$ cat config.mk
export PLATFORM = sky130hd
export DESIGN_NAME = lmd_norm
export DESIGN_NICKNAME = d
export VERILOG_FILES = /design/src/rtl/lmd_pkg.sv /design/src/rtl/lmd_norm.sv
export SDC_FILE = /design/constraint.sdc
export NUM_CORES = 2
export LEC_CHECK = 0
export BUFFER_PORTS_ARGS = -buffer_cell sky130_fd_sc_hd__buf_2
export CAP_MARGIN = 20
export CORE_MARGIN = 2
export CORE_UTILIZATION = 55
export CTS_CLUSTER_DIAMETER = 150
export CTS_CLUSTER_SIZE = 14
export DETAILED_ROUTE_END_ITERATION = 10
export GPL_ROUTABILITY_DRIVEN = 0
export PLACE_DENSITY_LB_ADDON = 0.2
export SETUP_SLACK_MARGIN = 0.3
export SYNTH_ARGS = -nofsm -noshare
export SYNTH_HDL_FRONTEND = slang
export SYNTH_SLANG_ARGS = --single-unit
$ cat constraint.sdc
create_clock -name i_clk -period 6.3 [get_ports i_clk]
set_input_delay 0.63 -clock i_clk [delete_from_list [all_inputs] [get_ports i_clk]]
set_output_delay 0.63 -clock i_clk [all_outputs]
set_load 0.01 [all_outputs]
$ cat src/rtl/lmd_pkg.sv
// Shared constants, register indexes and fixed-point helpers for the
// lens distortion map. No dependencies.
package lmd_pkg;

    // Largest image side; coordinates above MAX_DIM-1 are clamped.
    localparam int unsigned MAX_DIM  = 4096;
    // Cycles through the normalizing divider, including its output register.
    localparam int unsigned NORM_LAT = 34;
    // Stages after the divider, the output register included.
    localparam int unsigned TAIL_LAT = 15;
    localparam int unsigned LAT      = NORM_LAT + TAIL_LAT;

    // 1.0 in signed Q4.28.
    localparam logic signed [39:0] Q_ONE = 40'sd268435456;

    typedef enum logic [2:0] {
        CFG_FOCAL_X   = 3'd0,
        CFG_FOCAL_Y   = 3'd1,
        CFG_CENTER_X  = 3'd2,
        CFG_CENTER_Y  = 3'd3,
        CFG_RADIAL_K1 = 3'd4,
        CFG_RADIAL_K2 = 3'd5,
        CFG_RADIAL_K3 = 3'd6,
        CFG_TANGENT   = 3'd7
    } t_cfg_idx;

    // Saturate a wide signed value to the signed 32-bit range.
    function automatic logic signed [31:0] sat40(input logic signed [39:0] v);
        logic signed [31:0] r;
        if (v > 40'sd2147483647) begin
            r = 32'sh7FFF_FFFF;
        end else if (v < -40'sd2147483648) begin
            r = 32'sh8000_0000;
        end else begin
            r = v[31:0];
        end
        return r;
    endfunction

    // Shift a product right with truncation toward zero, then saturate.
    function automatic logic signed [31:0] mq(input logic signed [63:0] p,
                                              input logic [4:0] sh);
        logic [63:0]        mag;
        logic [63:0]        m;
        logic signed [31:0] r;
        mag = p[63] ? 64'(-p) : 64'(p);
        m   = mag >> sh;
        if (!p[63] && m > 64'd2147483647) begin
            r = 32'sh7FFF_FFFF;
        end else if (p[63] && m > 64'd2147483648) begin
            r = 32'sh8000_0000;
        end else if (p[63]) begin
            r = -$signed(m[31:0]);
        end else begin
            r = $signed(m[31:0]);
        end
        return r;
    endfunction

endpackage

$ cat src/rtl/lmd_norm.sv
// Pipelined normalizer: (coord<<16 - center) * 2^28 / focal as signed Q4.28.
// One quotient bit per stage, restoring division. Depends on lmd_pkg.
module lmd_norm (
    input  logic               i_clk,
    input  logic               i_en,
    input  logic [11:0]        i_coord,
    input  logic [27:0]        i_center,
    input  logic [31:0]        i_focal,
    output logic signed [31:0] o_norm
);
    import lmd_pkg::*;

    localparam int QB = 32;

    logic [31:0] r_rem [0:QB];
    logic [31:0] r_q   [0:QB];
    logic [3:0]  r_nib [0:QB];
    logic        r_ovf [0:QB];
    logic        r_neg [0:QB];
    logic        r_mz  [0:QB];
    logic signed [31:0] r_out;

    logic signed [28:0] diff;
    logic [27:0]        mag;

    // Offset from the principal point and its magnitude.
    always_comb begin
        diff = $signed({1'b0, i_coord, 16'b0}) - $signed({1'b0, i_center});
        mag  = diff[28] ? 28'(-diff) : diff[27:0];
    end

    // First stage: the high dividend bits decide quotient overflow.
    always_ff @(posedge i_clk) begin
        if (i_en) begin
            r_rem[0] <= {8'b0, mag[27:4]};
            r_ovf[0] <= ({8'b0, mag[27:4]} >= i_focal);
            r_nib[0] <= mag[3:0];
            r_neg[0] <= diff[28];
            r_mz[0]  <= (mag == 28'd0);
            r_q[0]   <= '0;
        end
    end

    // One quotient bit per stage.
    for (genvar j = 1; j <= QB; j++) begin : g_div
        logic        bit_in;
        logic [32:0] trial;
        logic        ge;
        if (j <= 4) begin : g_nib
            assign bit_in = r_nib[j-1][4-j];
        end else begin : g_zero
            assign bit_in = 1'b0;
        end
        assign trial = {r_rem[j-1], bit_in};
        assign ge    = (trial >= {1'b0, i_focal});
        always_ff @(posedge i_clk) begin
            if (i_en) begin
                r_rem[j] <= ge ? 32'(trial - {1'b0, i_focal}) : trial[31:0];
                r_q[j]   <= {r_q[j-1][30:0], ge};
                r_nib[j] <= r_nib[j-1];
                r_ovf[j] <= r_ovf[j-1];
                r_neg[j] <= r_neg[j-1];
                r_mz[j]  <= r_mz[j-1];
            end
        end
    end

    // Apply the sign and saturate to Q4.28.
    always_ff @(posedge i_clk) begin
        if (i_en) begin
            if (r_mz[QB]) begin
                r_out <= '0;
            end else if (r_ovf[QB]) begin
                r_out <= r_neg[QB] ? 32'sh8000_0000 : 32'sh7FFF_FFFF;
            end else if (r_neg[QB]) begin
                r_out <= (r_q[QB] > 32'h8000_0000) ? 32'sh8000_0000
                                                    : -$signed(r_q[QB]);
            end else begin
                r_out <= r_q[QB][31] ? 32'sh7FFF_FFFF : $signed(r_q[QB]);
            end
        end
    end

    assign o_norm = r_out;

endmodule

==> metrics.md <==
| Metric | Value |
|---|---|
| Design Power | 64.6 mW |
| Area of the die | 209000 um^2 |
| Period minus WS final | 5.02 ns |
| CP Launch Type | flop |
| Final setup vio count | 0 |
| GR Util All Layers | 27.9% |
| DRT Wirelength | 301 mm |
| DP Area | 118000 um^2 |
| First-pass GRT wire length | 461 mm |
| Crit path max-delay family | simple AND/OR/NAND/NOR gates |
| Hold Slack | 0.123 ns |
| Starting Density | 55.3% |
| Netlist Area Pre-Place | 113000 um^2 |
| Drt pass-1 iters | 9 |
| Hold Buf Count CTS | 0 |
| Final Slew Violations | 0 |
| Share of the clock period used by the worst path after layout | 79.7% |
| Crit path capture | o_norm[21] |
| Post-synth EDFFs | 1685 |
| Wirelength per Cell | 22.4 um |
| Fmax | 199 MHz |
| Largest net degree at the start of global routing | 194 |
| Top cells by area, synth | edfxtp_1 45%, ha_1 12%, mux2_2 5.2%, xnor2_1 4.0%, a21oi_1 3.8% |
| Main flop type after synthesis | edfxtp_1 |
| Status | finished clean |
| Critical Path AT | 5.52 ns |
| Stages on the worst setup path | 12 |
| Area growth syn-to-layout | 7.86% |
| Worst vdd ir | 0.350 mV |
| DRC viols | 0 |
| Area share of the largest cell type after synthesis | 44.8% |
| Die width | 457 um |
| Die H | 457 um |
| Seq/Total Area, Yosys | 44.8% |
| Final design area excluding fillers | 122000 um^2 |
| Final hold vios | 0 |
| CTS Buf Count | 138 |
| Syn nets | 11690 |
| Worst-Skew Late Latency | 0.83 ns |
| Unrepaired setup endpoints after global routing | no |
| # clock sinks | 1685 |
| CP Cell Sequence | inv_1 > ha_1 > nor3b_1 > nor2b_1 > nand2b_1 > or3_1 > or3_1 > or4_1 > o31ai_1 > nor2b_1 > nand2_1 > a211oi_1 |
| Final Skew | 0.0349 ns |
| Post-Syn Instances | 10531 |
| Vias in the first global route | 81710 |
| Relative slew margins | 21.6% |
| CTS clk-pin slew, worst paths | 0.06 ns |
| Count of cell types in the netlist | 88 |
| Initial antenna violation count | 4 |
| I/O pin cnt | 106 |
| Setup TNS Final | 0 ns |
| Core area | 204000 um^2 |
| Reg2reg setup slack | 1.28 ns |
| Max Root-Sink Buffers | 3 |
| Min-delay worst type | input port to flop |
| Leakage | 48.1 nW |
| Final WS setup | 1.28 ns |
| Slowest CP cell | a211oi_1 |
| Port bufs | 105 |
| Iteration-0 DRC Markers | 8449 |
| Pre-CTS WS | 0.780 ns |
| NumNets Final | 11895 |
| Power per cell area | 530 nW/um^2 |
| Post-synth ARST share | 0% |
| Worst stage delay on the critical path | 0.76 ns |
| FF+latch count, synth | 1685 |
| Reg2reg end | o_norm[21] |
| Postcts setup bufs | 0 |
| FP Rows | 166 |
| Critical Path Sink Type | flop |
| HPWL Detailed | 220 mm |
| Layout cells sized above 1 | 10.5% |
| Post_cts resized | 0 |
| Remaining antenna violation count after routing | 0 |
| Yosys warns | 0 |
| Slew @ Worst Pin | 1.16 ns |
| Buf/Inv on CP | 1 |
| Critical path startpoint | r_q[0][1024] |
| Max-cap viol count | 0 |
| CTS root buf | clkbuf_16 |
| Worst r2r src | r_q[0][1024] |
| Post-synth top area cell | edfxtp_1 |
| Via count | 85998 |
| Crit Path Class | flop to flop |
| CP required | 6.80 ns |
| Mean Syn Cell Area | 10.7 um^2 |
| FF-to-FF path depth | 12 |
| CTS tree | built |
| Vias per cell | 6.40 |
| Worst Path Max Fanout | 10 |
| H-tree depth | 4 |
| Remaining global-route overflow | 0 |
state kept, by name, summed over array words and instances (netlist names):
signal and cells:
r_nib 10, r_mz 33, r_rem 1016, r_q 528, o_norm 32, r_ovf 33, r_neg 33
per-stage QoR:
stage | std cells | util [%]
3_3_place_gp | 13280 | 57.8
3_5_place_dp | 13281 | 57.8
2_1_floorplan | 10531 | -
4_1_cts | 13433 | 59.6
6_report | 13440 | 59.6
5_1_grt | 13438 | 59.6
worst reg2reg max path, cell delays in order, from the launching register on:
cell	delay, ns
edfxtp_1	0.43
inv_1	0.09
ha_1	0.18
nor3b_1	0.32
nor2b_1	0.23
nand2b_1	0.09
or3_1	0.35
or3_1	0.42
or4_1	0.63
o31ai_1	0.41
nor2b_1	0.67
nand2_1	0.13
a211oi_1	0.76
kinds of logic after synthesis:
logic type,count (synthesis),share of synthesized area [%]
AO/OA/AOI/OAI,3048,17.1
XOR/XNOR,819,6.35
adder cells (fa/ha/maj),1085,12.2
buffers and inverters,584,1.97
flip-flops,1685,44.8
multiplexers,576,5.69
AND/OR/NAND/NOR,2734,11.9
layout make-up:
class | instances | area [um^2]
tap | 2688 | 3360
antenna | 4 | 10.0
sequential | 1685 | 50600
multi-input combinational | 8262 | 60500
clock buffer | 140 | 3500
inverter | 362 | 1360
clock inverter | 12 | 204
timing repair buffer | 287 | 2380
fill | 16514 | 82500
cells in the mapped netlist (26+ instances only):
library cell and count:
a211oi_1 104, clkbuf_1 206, ha_1 1054, nor2_1 714
o21ai_0 722, or2_2 48, and2_1 72, nand2_1 738
nand2b_1 138, and4_1 38, a221oi_1 26, mux2i_1 49
o21bai_1 98, nor2b_1 131, a2111oi_0 28, a21oi_1 859
a21o_1 438, fa_1 31, o31a_1 34, nand3_1 183
nand4b_1 27, mux2_2 521, xor2_1 306, nor3_1 193
edfxtp_1 1685, a31oi_1 89, nand4_1 124, xnor2_1 513
or3_1 75, o2111ai_1 27, o211ai_1 52, and3_1 100
a21boi_0 29, a31o_2 36, inv_1 360, nor4_1 50
o21a_1 156, o31ai_1 91
worst min path at each step:
stage                       from      endpoint  slack [ns]  cells after the start
floorplan             r_mz[0][0]    r_mz[0][1]        0.40                      0
finish               i_center[0]   r_nib[0][0]        0.12                      1
global placement     r_q[0][721]   r_q[0][754]        0.40                      0
detailed placement  r_neg[0][30]  r_neg[0][31]        0.40                      0
global route         i_center[0]   r_nib[0][0]        0.10                      1
CTS                  i_center[0]   r_nib[0][0]        0.07                      1
metal layers:
metal | track usage [%] | up-vias | wire length [um]
met1 | 38.8 | 41386 | 129000
met2 | 43.8 | 3535 | 134000
met5 | 0 | - | 0
met3 | 3.77 | 641 | 23100
li1 | - | 40436 | -
met4 | 12.3 | 0 | 14400
power by group:
group          leakage (nW)  internal [mW]  switching [mW]
clock network          1.82           3.98            3.98
registers              16.5           18.3            2.68
logic                  29.7           16.2            19.5
cell usage in the layout (no fill, tap or decap), types with 104 or more instances in the layout:
master | netlist | routed
clkbuf_16 | 0 | 140
inv_1 | 360 | 329
nand4_1 | 124 | 124
buf_4 | 0 | 147
nand3_1 | 183 | 183
a211oi_1 | 104 | 104
a21o_1 | 438 | 438
edfxtp_1 | 1685 | 1685
nand2b_1 | 138 | 138
nor2_1 | 714 | 713
a21oi_1 | 859 | 853
mux2_2 | 521 | 521
o21ai_0 | 722 | 722
xor2_1 | 306 | 306
nor2b_1 | 131 | 131
nor3_1 | 193 | 193
xnor2_1 | 513 | 513
o21a_1 | 156 | 156
ha_1 | 1054 | 1054
nand2_1 | 738 | 738
Power figures use the tool's default switching activity.
